<file path="src/hdl/bpc_pkg.sv">
// Shared types and constants for the button press classifier.
package bpc_pkg;

  localparam int CNT_W    = 16;
  localparam int STATUS_W = 3;
  localparam int MODE_W   = 2;
  localparam int CFG_IDX_W = 1;

  localparam logic [CNT_W-1:0] CNT_MAX = '1;

  localparam logic [CNT_W-1:0] HOLD_THRESHOLD_RST  = CNT_W'(2000);
  localparam logic [CNT_W-1:0] RELEASE_TIMEOUT_RST = CNT_W'(500);

  localparam logic [CFG_IDX_W-1:0] REG_HOLD_THRESHOLD  = CFG_IDX_W'(0);
  localparam logic [CFG_IDX_W-1:0] REG_RELEASE_TIMEOUT = CFG_IDX_W'(1);

  localparam logic [STATUS_W-1:0] ST_IDLE   = 3'd0;
  localparam logic [STATUS_W-1:0] ST_SINGLE = 3'd1;
  localparam logic [STATUS_W-1:0] ST_ALT    = 3'd2;
  localparam logic [STATUS_W-1:0] ST_LONG   = 3'd3;
  localparam logic [STATUS_W-1:0] ST_NONE   = 3'd4;

  localparam logic [MODE_W-1:0] LOCK_TOGGLED = 2'd0;
  localparam logic [MODE_W-1:0] LOCK_ARMED   = 2'd1;
  localparam logic [MODE_W-1:0] LOCK_INIT    = 2'd2;

  localparam logic [MODE_W-1:0] PRESS_NONE  = 2'd0;
  localparam logic [MODE_W-1:0] PRESS_SHORT = 2'd1;
  localparam logic [MODE_W-1:0] PRESS_LONG  = 2'd2;

  typedef struct packed {
    logic [CNT_W-1:0]    hold_count;
    logic                toggle_bit;
    logic [MODE_W-1:0]   lock_mode;
    logic [MODE_W-1:0]   press_mode;
    logic [CNT_W-1:0]    release_count;
    logic [STATUS_W-1:0] last_status;
  } bpc_state_t;

  localparam bpc_state_t STATE_RST = '{
    hold_count:    '0,
    toggle_bit:    1'b0,
    lock_mode:     LOCK_INIT,
    press_mode:    PRESS_NONE,
    release_count: '0,
    last_status:   ST_IDLE
  };

endpackage

</file>
<file path="src/hdl/button_press_classifier_top.sv">
// Top level of the button press classifier.
// Each input word is one sampled key level (0 pressed, 1 released) and yields
// exactly one status word, registered in the cycle after it is accepted. A new
// word can be accepted in every cycle in which the output register is empty or its
// status is taken by out_ready in the same cycle; while a status waits for out_ready
// the input stalls. The single output register sets the rate of one word per cycle
// while out_ready keeps taking the status. The hold threshold and release timeout
// registers are written through the configuration channel, which is always ready.
module button_press_classifier_top (
  input  logic                              clk,
  input  logic                              rst,
  input  logic                              in_valid,
  output logic                              in_ready,
  input  logic                              key_level,
  output logic                              out_valid,
  input  logic                              out_ready,
  output logic [bpc_pkg::STATUS_W-1:0]      press_status,
  input  logic                              cfg_valid,
  output logic                              cfg_ready,
  input  logic [bpc_pkg::CFG_IDX_W-1:0]     cfg_index,
  input  logic [bpc_pkg::CNT_W-1:0]         cfg_data
);

  logic [bpc_pkg::CNT_W-1:0] hold_threshold;
  logic [bpc_pkg::CNT_W-1:0] release_timeout;
  bpc_pkg::bpc_state_t       state;
  bpc_pkg::bpc_state_t       state_next;
  logic                      in_fire;

  assign cfg_ready = 1'b1;
  assign in_ready  = !out_valid || out_ready;
  assign in_fire   = in_valid && in_ready;

  bpc_step u_step (
    .cur             (state),
    .key_level       (key_level),
    .hold_threshold  (hold_threshold),
    .release_timeout (release_timeout),
    .nxt             (state_next)
  );

  always_ff @(posedge clk) begin
    if (rst) begin
      hold_threshold  <= bpc_pkg::HOLD_THRESHOLD_RST;
      release_timeout <= bpc_pkg::RELEASE_TIMEOUT_RST;
    end else if (cfg_valid) begin
      case (cfg_index)
        bpc_pkg::REG_HOLD_THRESHOLD:  hold_threshold  <= cfg_data;
        bpc_pkg::REG_RELEASE_TIMEOUT: release_timeout <= cfg_data;
        default: begin
        end
      endcase
    end
  end

  always_ff @(posedge clk) begin
    if (rst) begin
      state     <= bpc_pkg::STATE_RST;
      out_valid <= 1'b0;
    end else begin
      if (in_fire) begin
        state     <= state_next;
        out_valid <= 1'b1;
      end else if (out_ready) begin
        out_valid <= 1'b0;
      end
    end
  end

  always_ff @(posedge clk) begin
    if (in_fire) begin
      press_status <= state_next.last_status;
    end
  end

endmodule

</file>
<file path="src/hdl/bpc_step.sv">
// Next-state and status logic for one sampled key word.
module bpc_step (
  input  bpc_pkg::bpc_state_t          cur,
  input  logic                         key_level,
  input  logic [bpc_pkg::CNT_W-1:0]    hold_threshold,
  input  logic [bpc_pkg::CNT_W-1:0]    release_timeout,
  output bpc_pkg::bpc_state_t          nxt
);

  logic [bpc_pkg::CNT_W-1:0] hold_inc;
  logic [bpc_pkg::CNT_W-1:0] rel_inc;
  logic                      rel_done;

  assign hold_inc = (cur.hold_count == bpc_pkg::CNT_MAX) ? cur.hold_count
                                                         : cur.hold_count + 1'b1;
  assign rel_inc  = (cur.release_count == bpc_pkg::CNT_MAX) ? cur.release_count
                                                            : cur.release_count + 1'b1;
  assign rel_done = (rel_inc >= release_timeout);

  always_comb begin
    nxt = cur;
    if (!key_level) begin
      nxt.hold_count  = hold_inc;
      nxt.last_status = bpc_pkg::ST_IDLE;
      nxt.press_mode  = bpc_pkg::PRESS_SHORT;
      if (cur.lock_mode == bpc_pkg::LOCK_ARMED) begin
        nxt.toggle_bit    = ~cur.toggle_bit;
        nxt.release_count = '0;
        nxt.lock_mode     = bpc_pkg::LOCK_TOGGLED;
      end
      if (hold_inc > hold_threshold) begin
        nxt.press_mode = bpc_pkg::PRESS_LONG;
      end
    end else begin
      case (cur.press_mode)
        bpc_pkg::PRESS_SHORT: begin
          nxt.lock_mode     = bpc_pkg::LOCK_ARMED;
          nxt.hold_count    = '0;
          nxt.last_status   = cur.toggle_bit ? bpc_pkg::ST_ALT : bpc_pkg::ST_SINGLE;
          nxt.release_count = rel_inc;
          if (rel_done) begin
            nxt.press_mode    = bpc_pkg::PRESS_NONE;
            nxt.release_count = '0;
          end
        end
        bpc_pkg::PRESS_LONG: begin
          nxt.last_status   = bpc_pkg::ST_LONG;
          nxt.release_count = rel_inc;
          if (rel_done) begin
            nxt.hold_count    = '0;
            nxt.press_mode    = bpc_pkg::PRESS_NONE;
            nxt.release_count = '0;
          end
        end
        default: begin
        end
      endcase
    end
    if (nxt.press_mode == bpc_pkg::PRESS_NONE) begin
      nxt.last_status = bpc_pkg::ST_NONE;
    end
  end

endmodule
</file>
<file path="config.mk">
export PLATFORM = sky130hd
export DESIGN_NAME = button_press_classifier_top
export DESIGN_NICKNAME = d
export VERILOG_FILES = /design/src/hdl/bpc_pkg.sv /design/src/hdl/button_press_classifier_top.sv /design/src/hdl/bpc_step.sv
export SDC_FILE = /design/constraint.sdc
export NUM_CORES = 1
export LEC_CHECK = 0
export ABC_CLOCK_PERIOD_IN_PS = 4000
export BUFFER_PORTS_ARGS = -buffer_cell sky130_fd_sc_hd__clkbuf_2
export CAP_MARGIN = 40
export CORE_ASPECT_RATIO = 0.7
export CORE_UTILIZATION = 56
export CTS_CLUSTER_SIZE = 28
export DETAILED_ROUTE_END_ITERATION = 10
export MAX_ROUTING_LAYER = met4
export PLACE_DENSITY_LB_ADDON = 0.2
export SETUP_SLACK_MARGIN = 0.3
export SLEW_MARGIN = 40
export SYNTH_ARGS = -nofsm -noshare
export SYNTH_HDL_FRONTEND = slang
export SYNTH_HIERARCHICAL = 1
export SYNTH_SLANG_ARGS = --single-unit
</file>
<file path="constraint.sdc">
create_clock -name clk -period 4 [get_ports clk]
set_clock_uncertainty 0.2 [all_clocks]
set_input_delay 0.4 -clock clk [delete_from_list [all_inputs] [get_ports clk]]
set_output_delay 0.4 -clock clk [all_outputs]
set_load 0.01 [all_outputs]
</file>
### After elaboration in Yosys (flattened, before gate mapping)

Index checks and enable logic that the tools add are counted.

* register bits: 76
* input port bits: 23
* output and inout bits: 6
* word-level logic and storage cells: 53

* add/subtract/negate cells: 2
* $lt $le $gt $ge: 2
* equality and inequality tests: 8
* mux-type cells: 16
* bitwise operators: 3
* reductions and logical operators: 12

Operator list (number)
* 16-bit two-way mux: 5
* 21-bit one-hot mux with 2 select lines: 1
* 16-bit by 1-bit adder with 16-bit output (second input constant): 2
* 16-bit equality test (second input constant): 2
* 16-bit one-hot mux with 2 select lines: 1
* 23-bit two-way mux: 1
* 18-bit two-way mux: 1
* 16-bit greater-or-equal comparator: 1
* 16-bit greater-than comparator: 1
* 3-bit AND reduction: 4
* 2-bit two-way mux: 4
* 2-bit by 1-bit equality test with 1-bit output (second input constant): 2
* 2-bit AND reduction: 2
* 2-bit nonzero test: 2
* 3-bit two-way mux: 1
* 3-bit by 1-bit inequality test with 1-bit output (second input constant): 1
* 3-bit by 2-bit inequality test with 1-bit output (second input constant): 1
* 1-bit inverter: 3
* 2-bit equality test (second input constant): 1
* 2-bit logical NOT: 1
* 1-bit two-way mux: 2
* 2-bit by 1-bit inequality test with 1-bit output (second input constant): 1
* 1-bit logical AND: 1
* 1-bit logical NOT: 1
* 1-bit logical OR: 1

### Logic depth before layout (Yosys ltp)

Gate-level depths: netlist of run 1.

* depth in word-level cells: 8
* gate-level depth with buffers: 16
* mapped depth without buffers: 15

### Modules after synthesis

Netlist of run 1, hierarchy kept.

Modules (own cells, without submodules)
* button_press_classifier_top: times used 1, cells an instance 335, area each 3191.8 µm², sequential area each 1551.5 µm²
* bpc_step: times used 1, cells an instance 327, area each 2225.9 µm², sequential area each 0.0 µm²

### Worst setup path before layout of run 1

OpenSTA, ideal clock, no wires.

* path kind: reg2reg
* start: reg state[3] (netlist name)
* end: reg state[0] (netlist name)
* library setup time: 66 ps
* data arrival time: 3518 ps
* data required time: 3734 ps
* slack: 216 ps
* stages on the path, launching flop included: 15
* buffers on the path: 0
* period minus slack after synthesis: 3784 ps
* cell sequence: dfxtp_1 > ha_1 > nand3_2 > nor4_4 > nand2_4 > mux2_4 > ha_1 > nor2b_1 > o211a_1 > o31ai_2 > nand4_1 > or3_1 > a21oi_1 > nand3_1 > a21oi_2

RTL lines
* start, declared: line button_press_classifier_top.sv:26 `bpc_pkg::bpc_state_t state;`
* start signal, assigned: line button_press_classifier_top.sv:58 `state <= bpc_pkg::STATE_RST;`
* start signal, assigned: line button_press_classifier_top.sv:62 `state <= state_next;`

### Worst setup path after layout of run 1

* start: reg state[13] (netlist name)
* end: reg state[26] (netlist name)

* word-level cells in the longest chain between the ends: 5
* elaborated cells on any way between the ends: 6
* classes of those cells: 1 x add/sub; 1 x order compare; 2 x eq/ne; 1 x mux; 1 x reduce/logical

Ends and longest elaborated chain
* 16-bit by 1-bit adder with 16-bit output or 16-bit equality test (tied branches): line bpc_step.sv:17, bpc_step.sv:16
* 16-bit two-way mux *: line bpc_step.sv:16 `assign rel_inc = (cur.release_count == bpc_pkg::CNT_MAX) ? cur.release_count`
* 16-bit greater-or-equal comparator *: line bpc_step.sv:18 `assign rel_done = (rel_inc >= release_timeout);`
* 3-bit by 2-bit inequality test with 1-bit output (no source line) *
* 3-bit AND reduction (no source line) *

Every way passes the cells marked *; elsewhere a longest branch is shown, timed or not.
A chain may end at the register's enable or synchronous reset.

==> impl_metrics.py, run 1 <==
metrics = {
    "timing": {
        "tightest_slew_ns": 0.930,
        "fmax_mhz": 246,
        "relSlewSlack": 0.378,
        "hold_ws_ns": 0.102,
        "fin_crit_sh": 1.02,
        "period_needed_ns": 4.07,
        "setup_viol": 8,
        "hold_viol": 0,
        "slew_viol_final": 0,
        "rsz0062_at_grt": "yes",
        "timing.final.ws_setup_ns": -0.0707,
    },
    "drt": {
        "dr_total_vias": 5458,
        "drc": 0,
        "wire_per_inst_microns": 20.4,
        "routed_wl_mm": 17.2,
        "drt_iter0_drc": 703,
        "final_antenna_net_count": 0,
        "firstDrtPassIters": 5,
        "viasPerCell": 6.48,
    },
    "placement": {
        "dp_hpwl_mm": 9.60,
        "place_area_sq_mm": 0.00558,
        "portBuffers": 27,
        "place.gp.congestion": 0.921,
    },
    "global_routing": {
        "gr-usage-all-layers": 0.309,
        "grt_pass1_vias": 4751,
        "grt_pass1_wl_mm": 24.0,
        "grt_max_degree": 82,
        "antenna_found_initial": 0,
        "overflow": 0,
    },
    "floorplan": {
        "dieHeight_microns": 84.3,
        "core_area_sq_mm": 0.00922,
        "io_pins": 29,
        "die_x_microns": 120,
        "die_area_sq_mm": 0.0101,
        "num_rows": 29,
        "start_util": 0.588,
    },
    "synthesis": {
        "synth_seq_cells": 76,
        "netlist_area_sq_mm": 0.00542,
        "synth_cell_types": 59,
        "ys_seq_area_frac": 0.286,
        "synth_edf_count": 3,
        "synth-async-reset-ratio": 0,
        "ys.warnings.count": 6,
        "yosys.area.top_type": "dfxtp_1",
        "postSynthAreaPerCell_sq_um": 8.18,
        "synth_area_leaders": "dfxtp_1, ha_1, a21bo_1",
        "syn_inst": 662,
        "synthTopCellsByCount": "nand2_1, dfxtp_1, nand3_1",
        "ys.flop_type": "dfxtp_1",
        "synth_top_area_share": 0.270,
        "synth.most_common_cell": "nand2_1",
        "synth_fp_nets": 721,
    },
    "outcome": {
        "status": "complete, but fails checks",
        "violations": "negative setup slack",
    },
    "cts": {
        "cts_inserted_buffers": 9,
        "cts_tree": "done",
        "cts-root-buf": "clkbuf_16",
        "clk_path_buf_depth": 2,
        "clock_latency_ns": 0.34,
        "path_clk_slew_ns": 0.06,
        "htreeDepth": 3,
        "clkSinkCount": 76,
    },
    "layout": {
        "layout-drive-gt1-share": 0.309,
        "seq_area_sq_mm": 0.00158,
        "final_area_sq_mm": 0.00673,
        "multi_input_area_sq_mm": 0.00389,
        "n_fill_cell": 624,
        "syn2layout_area_growth_pct": 24.2,
        "antenna_cells": 0,
        "layout.nets": 772,
        "final_core_utilization": 0.730,
    },
    "critical_path": {
        "cp_max_fo": 6,
        "cp.arrival_ns": 4.07,
        "startpoint_type": "flop",
        "cp-end-kind": "flop",
        "criticalPathCategory": "reg2reg",
        "cp.required_ns": 4.00,
    },
    "power_and_ir_drop": {
        "leakagePower_uw": 0.00275,
        "p_total_uw": 1930,
        "power_density_mw_per_mm2": 287,
        "max-vdd-ir-drop_v": 0.000284,
    },
    "hold_path": {
        "hold_class": "in2reg",
    },
    "flow_run": {
        "cap_violations": 0,
    },
}
## final cells by class
type / count / share of cell area
Clock buffer: 12 / 0.0430
Clock inverter: 4 / 0.00762
Inverter: 39 / 0.0218
Multi-Input combinational cell: 505 / 0.578
Sequential cell: 76 / 0.235
Tap cell: 124 / 0.0231
Timing Repair Buffer: 82 / 0.0919
## path summary, 6_finish.rpt
check                                          from                   to  slack [ns]  depth (start not counted)
worst max-delay path                      state[13]            state[26]       -0.07                         19
worst min-delay path                   cfg_data[11]  release_timeout[11]        0.10                          3
worst min register to register  release_timeout[10]  release_timeout[10]        0.26                          2
worst max register to register            state[13]            state[26]       -0.07                         19
## layout by cell type (no fill, tap or decap), types with 8 or more instances in the layout
master and n:
xnor2_1 11, nand3_1 42, clkbuf_2 26, nand2_1 90
clkbuf_16 12, nand4_1 15, a21oi_2 46, buf_4 45
nor2_1 21, ha_1 32, buf_6 8, a21bo_1 39
nand3b_1 15, dfxtp_1 61, a21oi_1 39, inv_1 38
a22o_1 16, nand3_2 12
## cells by family (layout without fill, tap and decap cells)
| kind of cell | after synthesis | in the layout | synth area share |
|---|---|---|---|
| AND/OR/NAND/NOR | 252 | 253 | 0.238 |
| AO/OA/AOI/OAI | 182 | 182 | 0.261 |
| buffers and inverters | 82 | 137 | 0.0732 |
| flip-flops | 76 | 76 | 0.286 |
| adder cells (fa/ha/maj) | 36 | 36 | 0.0831 |
| XOR/XNOR | 22 | 22 | 0.0356 |
| multiplexers | 11 | 11 | 0.0219 |
| other | 1 | 1 | 0.000692 |
## layer usage
metal / track usage / part of all wire / up-vias / routed length [microns]
li1: - / - / 2444 / -
met1: 0.432 / 0.42 / 2545 / 7230
met2: 0.434 / 0.42 / 364 / 7300
met3: 0.0679 / 0.10 / 105 / 1720
met4: 0.113 / 0.055 / 0 / 945
met5: - / 0 / - / 0
## where the power goes
part | internal, uW | switching, uW | total [uW]
registers | 781 | 15.8 | 797
logic | 71.1 | 144 | 215
clock network | 576 | 345 | 921
total | 1430 | 504 | 1930
## registers in the layout, summed over array words and instances (netlist names)
signal and count:
state 40, hold_threshold 16, release_timeout 16, press_status 3, out_valid 1
## through the flow
stage | std cells | setup WS (ns) | TNS [ns]
2_1_floorplan | 662 | 0.355 | 0
3_3_place_gp | 786 | 0.163 | 0
3_5_place_dp | 786 | 0.0314 | 0
4_1_cts | 817 | 0.307 | 0
5_1_grt | 842 | -0.171 | -1.59
6_report | 842 | -0.0707 | -0.294
## critical path, stage by stage, from the launching register on
cell and delay (ns):
dfxtp_4 0.37, nand4_4 0.19, nor4_4 0.37, buf_4 0.21, buf_6 0.11, nand2_8 0.07, buf_4 0.15, o21ai_1 0.14
a21o_1 0.14, ha_1 0.19, nand4_1 0.19, buf_4 0.21, nor4_4 0.28, o31ai_4 0.15, buf_6 0.15, a41oi_4 0.28
nor2_4 0.11, a22o_1 0.23, nand3_1 0.10, a21oi_2 0.08
## what timing repair did
| action | CTS | global route |
|---|---|---|
| pin swaps | 12 | 38 |
| gates resized for setup | 27 | 79 |
| setup buffers | 15 | 22 |
| hold buffers | 0 | 0 |
| endpoints found under the setup margin | 40 | 40 |
| cloned | 0 | 2 |
Power figures use the tool's default switching activity.
==> inputs of run 2 (changes only) <==
--- a/config.mk
+++ b/config.mk
@@ -9,9 +9,10 @@
 export BUFFER_PORTS_ARGS = -buffer_cell sky130_fd_sc_hd__clkbuf_2
 export CAP_MARGIN = 40
 export CORE_ASPECT_RATIO = 0.7
-export CORE_UTILIZATION = 56
+export CORE_UTILIZATION = 40
 export CTS_CLUSTER_SIZE = 28
 export DETAILED_ROUTE_END_ITERATION = 10
+export GPL_TIMING_DRIVEN = 0
 export MAX_ROUTING_LAYER = met4
 export PLACE_DENSITY_LB_ADDON = 0.2
 export SETUP_SLACK_MARGIN = 0.3
==> impl_metrics.py, run 2 (synthesis results as in run 1) <==
metrics = {
    "drt": {
        "drc": 0,
        "drt_iter0_drc": 418,
        "routed_wl_mm": 16.8,
        "wire_per_inst_microns": 17.9,
        "final_antenna_net_count": 0,
        "firstDrtPassIters": 5,
        "dr_total_vias": 5180,
        "viasPerCell": 5.54,
    },
    "critical_path": {
        "cp.required_ns": 3.90,
        "criticalPathCategory": "reg2reg",
        "cpPeakStageDelay_ns": 0.46,
        "cp_max_fo": 8,
        "crit_buf_inv": 3,
        "crit_top_cell": "buf_4",
        "cp_slowest_cell": "o31ai_4",
        "cp-end-kind": "flop",
        "cp.arrival_ns": 3.77,
        "startpoint_type": "flop",
        "crit_family": "simple AND/OR/NAND/NOR gates",
        "path_cells": "nand4_4, nor4_4, buf_6, nand2_8, mux2_4, ha_4, nor2b_4, o211a_1, o31ai_4, nand4_1, buf_4, mux2i_2, a21oi_2, buf_4",
    },
    "power_and_ir_drop": {
        "p_comb_frac": 0.121,
        "leakagePower_uw": 0.00284,
        "p_sw_frac": 0.268,
        "p_switching_uw": 518,
        "p_total_uw": 1930,
        "power_density_mw_per_mm2": 274,
        "p_clk_frac": 0.468,
        "p_seq_frac": 0.411,
        "max-vdd-ir-drop_v": 0.000224,
        "internal-power_uw": 1410,
    },
    "cts": {
        "clk_path_buf_depth": 2,
        "path_clk_slew_ns": 0.07,
        "cts-root-buf": "clkbuf_16",
        "cts_inserted_buffers": 9,
        "htreeDepth": 3,
        "clock_latency_ns": 0.34,
        "cts_tree": "done",
        "clkSinkCount": 76,
    },
    "timing": {
        "setup_viol": 0,
        "hold_ws_ns": 0.0969,
        "rsz0062_at_grt": "yes",
        "hold_viol": 0,
        "slew_viol_final": 0,
        "period_needed_ns": 3.87,
        "fmax_mhz": 259,
        "fin_crit_sh": 0.967,
        "relSlewSlack": 0.563,
        "tightest_slew_ns": 0.655,
    },
    "layout": {
        "antenna_cells": 0,
        "regMostFlops": "state",
        "layout-drive-gt1-share": 0.328,
        "final_cell_mix": "nand2_1, dfxtp_1, nand3_1, a21oi_2, buf_4",
        "mostFrequentLayoutCell": "nand2_1",
        "largest_reg_flops": 40,
        "final_area_sq_mm": 0.00706,
        "layout.nets": 804,
        "fin_cells": 935,
        "reg.largest.list": "state: 40 flops, hold_threshold: 16 flops, release_timeout: 16 flops",
        "syn2layout_area_growth_pct": 30.3,
        "final_core_utilization": 0.535,
    },
    "global_routing": {
        "grt_pass1_vias": 4849,
        "overflow": 0,
        "gr-usage-all-layers": 0.241,
        "grt_max_degree": 15,
        "grt_pass1_wl_mm": 25.5,
        "antenna_found_initial": 0,
    },
    "floorplan": {
        "core_area_sq_mm": 0.0132,
        "die_x_microns": 141,
        "start_util": 0.411,
        "num_rows": 35,
        "die_area_sq_mm": 0.0140,
        "dieHeight_microns": 99.4,
        "io_pins": 29,
    },
    "hold_path": {
        "hold_class": "in2reg",
    },
    "placement": {
        "place_area_sq_mm": 0.00577,
        "place.gp.congestion": 0.895,
        "portBuffers": 24,
        "dp_hpwl_mm": 11.3,
        "dp_cells": 871,
    },
    "outcome": {
        "status": "finished, final reports clean",
    },
    "flow_run": {
        "cap_violations": 0,
    },
}
## run 2: changes by cell type in the layout (fill, tap and decap cells not counted), moves of 3 or more
| cell | delta |
|---|---|
| buf_2 | +13 |
| clkbuf_1 | +12 |
| nand3_1 | +9 |
| nand3_2 | -9 |
| dfxtp_1 | -6 |
| buf_6 | +4 |
| dfxtp_4 | +4 |
| a21oi_1 | -3 |
| nor3_1 | -3 |
| nor3_4 | +3 |
## run 2: cell type report
type,instances,area [sq um]
well taps,185,231
inverters,39,146
repair buffers,71,531
flip-flops and latches,76,1600
multi-input cells,505,3950
clock buffers,9,225
clock inverters,7,98.8
fillers,1212,6120
plain buffers,43,272
## run 2: tightest hold or removal path, stage by stage
cell and delay [ns]:
clkbuf_2 0.09, nand2_1 0.05, nand3b_1 0.07
## run 2: per-stage QoR
step,setup TNS (ns),setup slack (ns)
finish,0,0.132
floorplan,0,0.355
CTS,0,0.214
global route,0,0.0182
detailed placement,-12.56,-0.531
global placement,-11.56,-0.512
## run 2: power by group through the flow
stage | clock [uW] | combinational (uW) | sequential, uW
3_3_place_gp | 0 | 197 | 815
5_1_grt | 956 | 257 | 796
3_5_place_dp | 0 | 202 | 816
4_1_cts | 921 | 214 | 798
6_report | 904 | 234 | 793
2_1_floorplan | 0 | 138 | 813
## run 2: repair_timing
action | CTS | global route
endpoints found under the setup margin | 40 | 40
resized for setup | 40 | 86
cloned | 0 | 3
pin swaps | 18 | 44
hold buffers | 0 | 0
buffers inserted | 16 | 29
## run 2: metal layers
metal | vias to the layer above | GRT usage | share of wire
met5 | - | - | 0
li1 | 2514 | - | -
met1 | 2484 | 0.353 | 0.50
met4 | 0 | 0.0426 | 0.0068
met3 | 14 | 0.0496 | 0.068
met2 | 168 | 0.339 | 0.43
## run 2: final timing paths
| kind | slack, ns | startpoint | to | cells past startpoint |
|---|---|---|---|---|
| max | 0.13 | state[13] | press_status[2] | 14 |
| min | 0.1 | cfg_data[2] | release_timeout[2] | 3 |
| max reg2reg | 0.13 | state[13] | press_status[2] | 14 |
| min reg2reg | 0.26 | hold_threshold[14] | hold_threshold[14] | 2 |
==> inputs of run 3 (changes only) <==
--- a/config.mk
+++ b/config.mk
@@ -9,7 +9,7 @@
 export BUFFER_PORTS_ARGS = -buffer_cell sky130_fd_sc_hd__clkbuf_2
 export CAP_MARGIN = 40
 export CORE_ASPECT_RATIO = 0.7
-export CORE_UTILIZATION = 40
+export CORE_UTILIZATION = 56
 export CTS_CLUSTER_SIZE = 28
 export DETAILED_ROUTE_END_ITERATION = 10
 export GPL_TIMING_DRIVEN = 0
==> impl_metrics.py, run 3 (synthesis results as in run 1) <==
metrics = {
    "hold_path": {
        "hold_class": "in2reg",
    },
    "critical_path": {
        "path_cells": "buf_6, nand4_1, a311o_2, nor2_1, xor2_1, ha_1, a21oi_2, nor3_2, nor3_4, nand4_1, or3_4, a21oi_4, nand3_2, a21oi_2",
        "crit_family": "simple AND/OR/NAND/NOR gates",
        "crit_buf_inv": 1,
        "cp.required_ns": 4.08,
        "criticalPathCategory": "reg2reg",
        "cp-end-kind": "flop",
        "cpPeakStageDelay_ns": 0.52,
        "cp.arrival_ns": 4.21,
        "cp_max_fo": 6,
        "cp_slowest_cell": "a311o_2",
        "startpoint_type": "flop",
    },
    "cts": {
        "clk_path_buf_depth": 2,
        "cts_inserted_buffers": 9,
        "hold_buffers": 0,
        "cts-root-buf": "clkbuf_16",
        "clock_latency_ns": 0.35,
        "htreeDepth": 3,
        "path_clk_slew_ns": 0.06,
        "cts_tree": "done",
        "clkSinkCount": 76,
    },
    "flow_run": {
        "cap_violations": 0,
    },
    "layout": {
        "regMostFlops": "state",
        "reg.largest.list": "state: 40 flops, hold_threshold: 16 flops, release_timeout: 16 flops",
        "multi_input_area_sq_mm": 0.00387,
        "layout-drive-gt1-share": 0.314,
        "mostFrequentLayoutCell": "nand2_1",
        "largest_reg_flops": 40,
        "n_fill_cell": 671,
        "final_area_sq_mm": 0.00678,
        "antenna_cells": 0,
        "final_cell_mix": "nand2_1, dfxtp_1, a21oi_2, nand3_1, a21bo_1",
        "seq_area_sq_mm": 0.00160,
        "syn2layout_area_growth_pct": 25.1,
        "layout.nets": 790,
        "final_core_utilization": 0.735,
    },
    "drt": {
        "routed_wl_mm": 18.0,
        "final_antenna_net_count": 0,
        "wire_per_inst_microns": 20.9,
        "viasPerCell": 6.47,
        "drc": 0,
        "firstDrtPassIters": 6,
        "dr_total_vias": 5562,
        "drt_iter0_drc": 673,
    },
    "floorplan": {
        "die_x_microns": 120,
        "num_rows": 29,
        "core_area_sq_mm": 0.00922,
        "dieHeight_microns": 84.3,
        "start_util": 0.588,
        "die_area_sq_mm": 0.0101,
        "io_pins": 29,
    },
    "power_and_ir_drop": {
        "max-vdd-ir-drop_v": 0.000224,
        "leakagePower_uw": 0.00274,
        "power_density_mw_per_mm2": 281,
    },
    "outcome": {
        "status": "complete, but fails checks",
        "violations": "negative setup slack",
    },
    "timing": {
        "timing.final.ws_setup_ns": -0.127,
        "fmax_mhz": 242,
        "rsz0062_at_grt": "yes",
        "period_needed_ns": 4.13,
        "relSlewSlack": 0.487,
        "slew_viol_final": 0,
        "tightest_slew_ns": 0.762,
        "setup_viol": 8,
        "fin_crit_sh": 1.03,
        "hold_viol": 0,
    },
    "global_routing": {
        "overflow": 0,
        "grt_pass1_wl_mm": 25.0,
        "grt_pass1_vias": 4977,
        "grt_max_degree": 13,
        "gr-usage-all-layers": 0.327,
        "antenna_found_initial": 0,
    },
    "placement": {
        "dp_hpwl_mm": 11.0,
        "place_area_sq_mm": 0.00569,
        "portBuffers": 24,
        "place.gp.congestion": 0.889,
    },
}
run 3: cell types whose count changed in the layout (fill, tap and decap cells not counted), moves of 2 or more:
cell	delta
a21oi_2	+2
a41oi_4	-2
buf_4	-12
clkbuf_1	+2
nand3_1	-6
nand3_2	+6
nor2_4	-3
nor3_4	-2
xor2_1	+2
xor2_2	-2
run 3: worst register-to-register path: cells and delay by family, from the launching register on:
family / cells / cell delay (ns)
adder cells (fa/ha/maj): 1 / 0.34
buffers and inverters: 1 / 0.11
AND/OR/NAND/NOR: 7 / 1.73
flip-flops: 1 / 0.38
AO/OA/AOI/OAI: 4 / 1.01
XOR/XNOR: 1 / 0.29
run 3: final cells by class:
cell class,instances,area share
clock buffers,13,0.0401
flip-flops and latches,76,0.236
plain buffers,43,0.0399
well taps,124,0.0229
clock inverters,3,0.00628
repair buffers,58,0.0631
inverters,39,0.0216
multi-input cells,504,0.571
run 3: power by group:
group          switching [uW]  leakage [uW]  internal [uW]  total, uW
combinational             152       0.00196           80.3        232
sequential               15.0      0.000636            779        794
clock                     338      0.000151            538        876
total                     505       0.00274           1400       1900
run 3: metal layers:
metal,part of all wire,vias to the layer above,wire (microns),GRT usage
met4,0.039,0,710,0.0795
met1,0.41,2600,7390,0.424
met3,0.10,94,1870,0.0890
met5,0,-,0,-
met2,0.45,382,8040,0.503
li1,-,2486,-,-
run 3: metrics by stage:
step	hold slack (ns)	TNS, ns	total power (uW)	std cells	setup slack (ns)
floorplan	0.236	0	950	662	0.355
global placement	0.245	-7.53	1010	810	-0.397
detailed placement	0.253	-11.19	1010	810	-0.510
CTS	0.101	0	1880	839	0.188
global route	0.119	-1.72	1950	860	-0.196
finish	0.102	-0.500	1900	860	-0.127
run 3: repair_timing:
item / CTS / global route
endpoints found under the hold margin: 0 / 0
setup buffers: 13 / 19
cloned: 0 / 2
pin swaps: 12 / 39
setup endpoints to repair: 40 / 40
gates resized for setup: 38 / 80
run 3: worst paths after layout:
kind / from / to / slack [ns] / depth (start not counted)
setup reg to reg: state[4] / state[1] / -0.13 / 14
hold reg to reg: release_timeout[15] / release_timeout[15] / 0.26 / 2
setup / recovery: state[4] / state[1] / -0.13 / 14
hold / removal: cfg_data[5] / hold_threshold[5] / 0.10 / 3
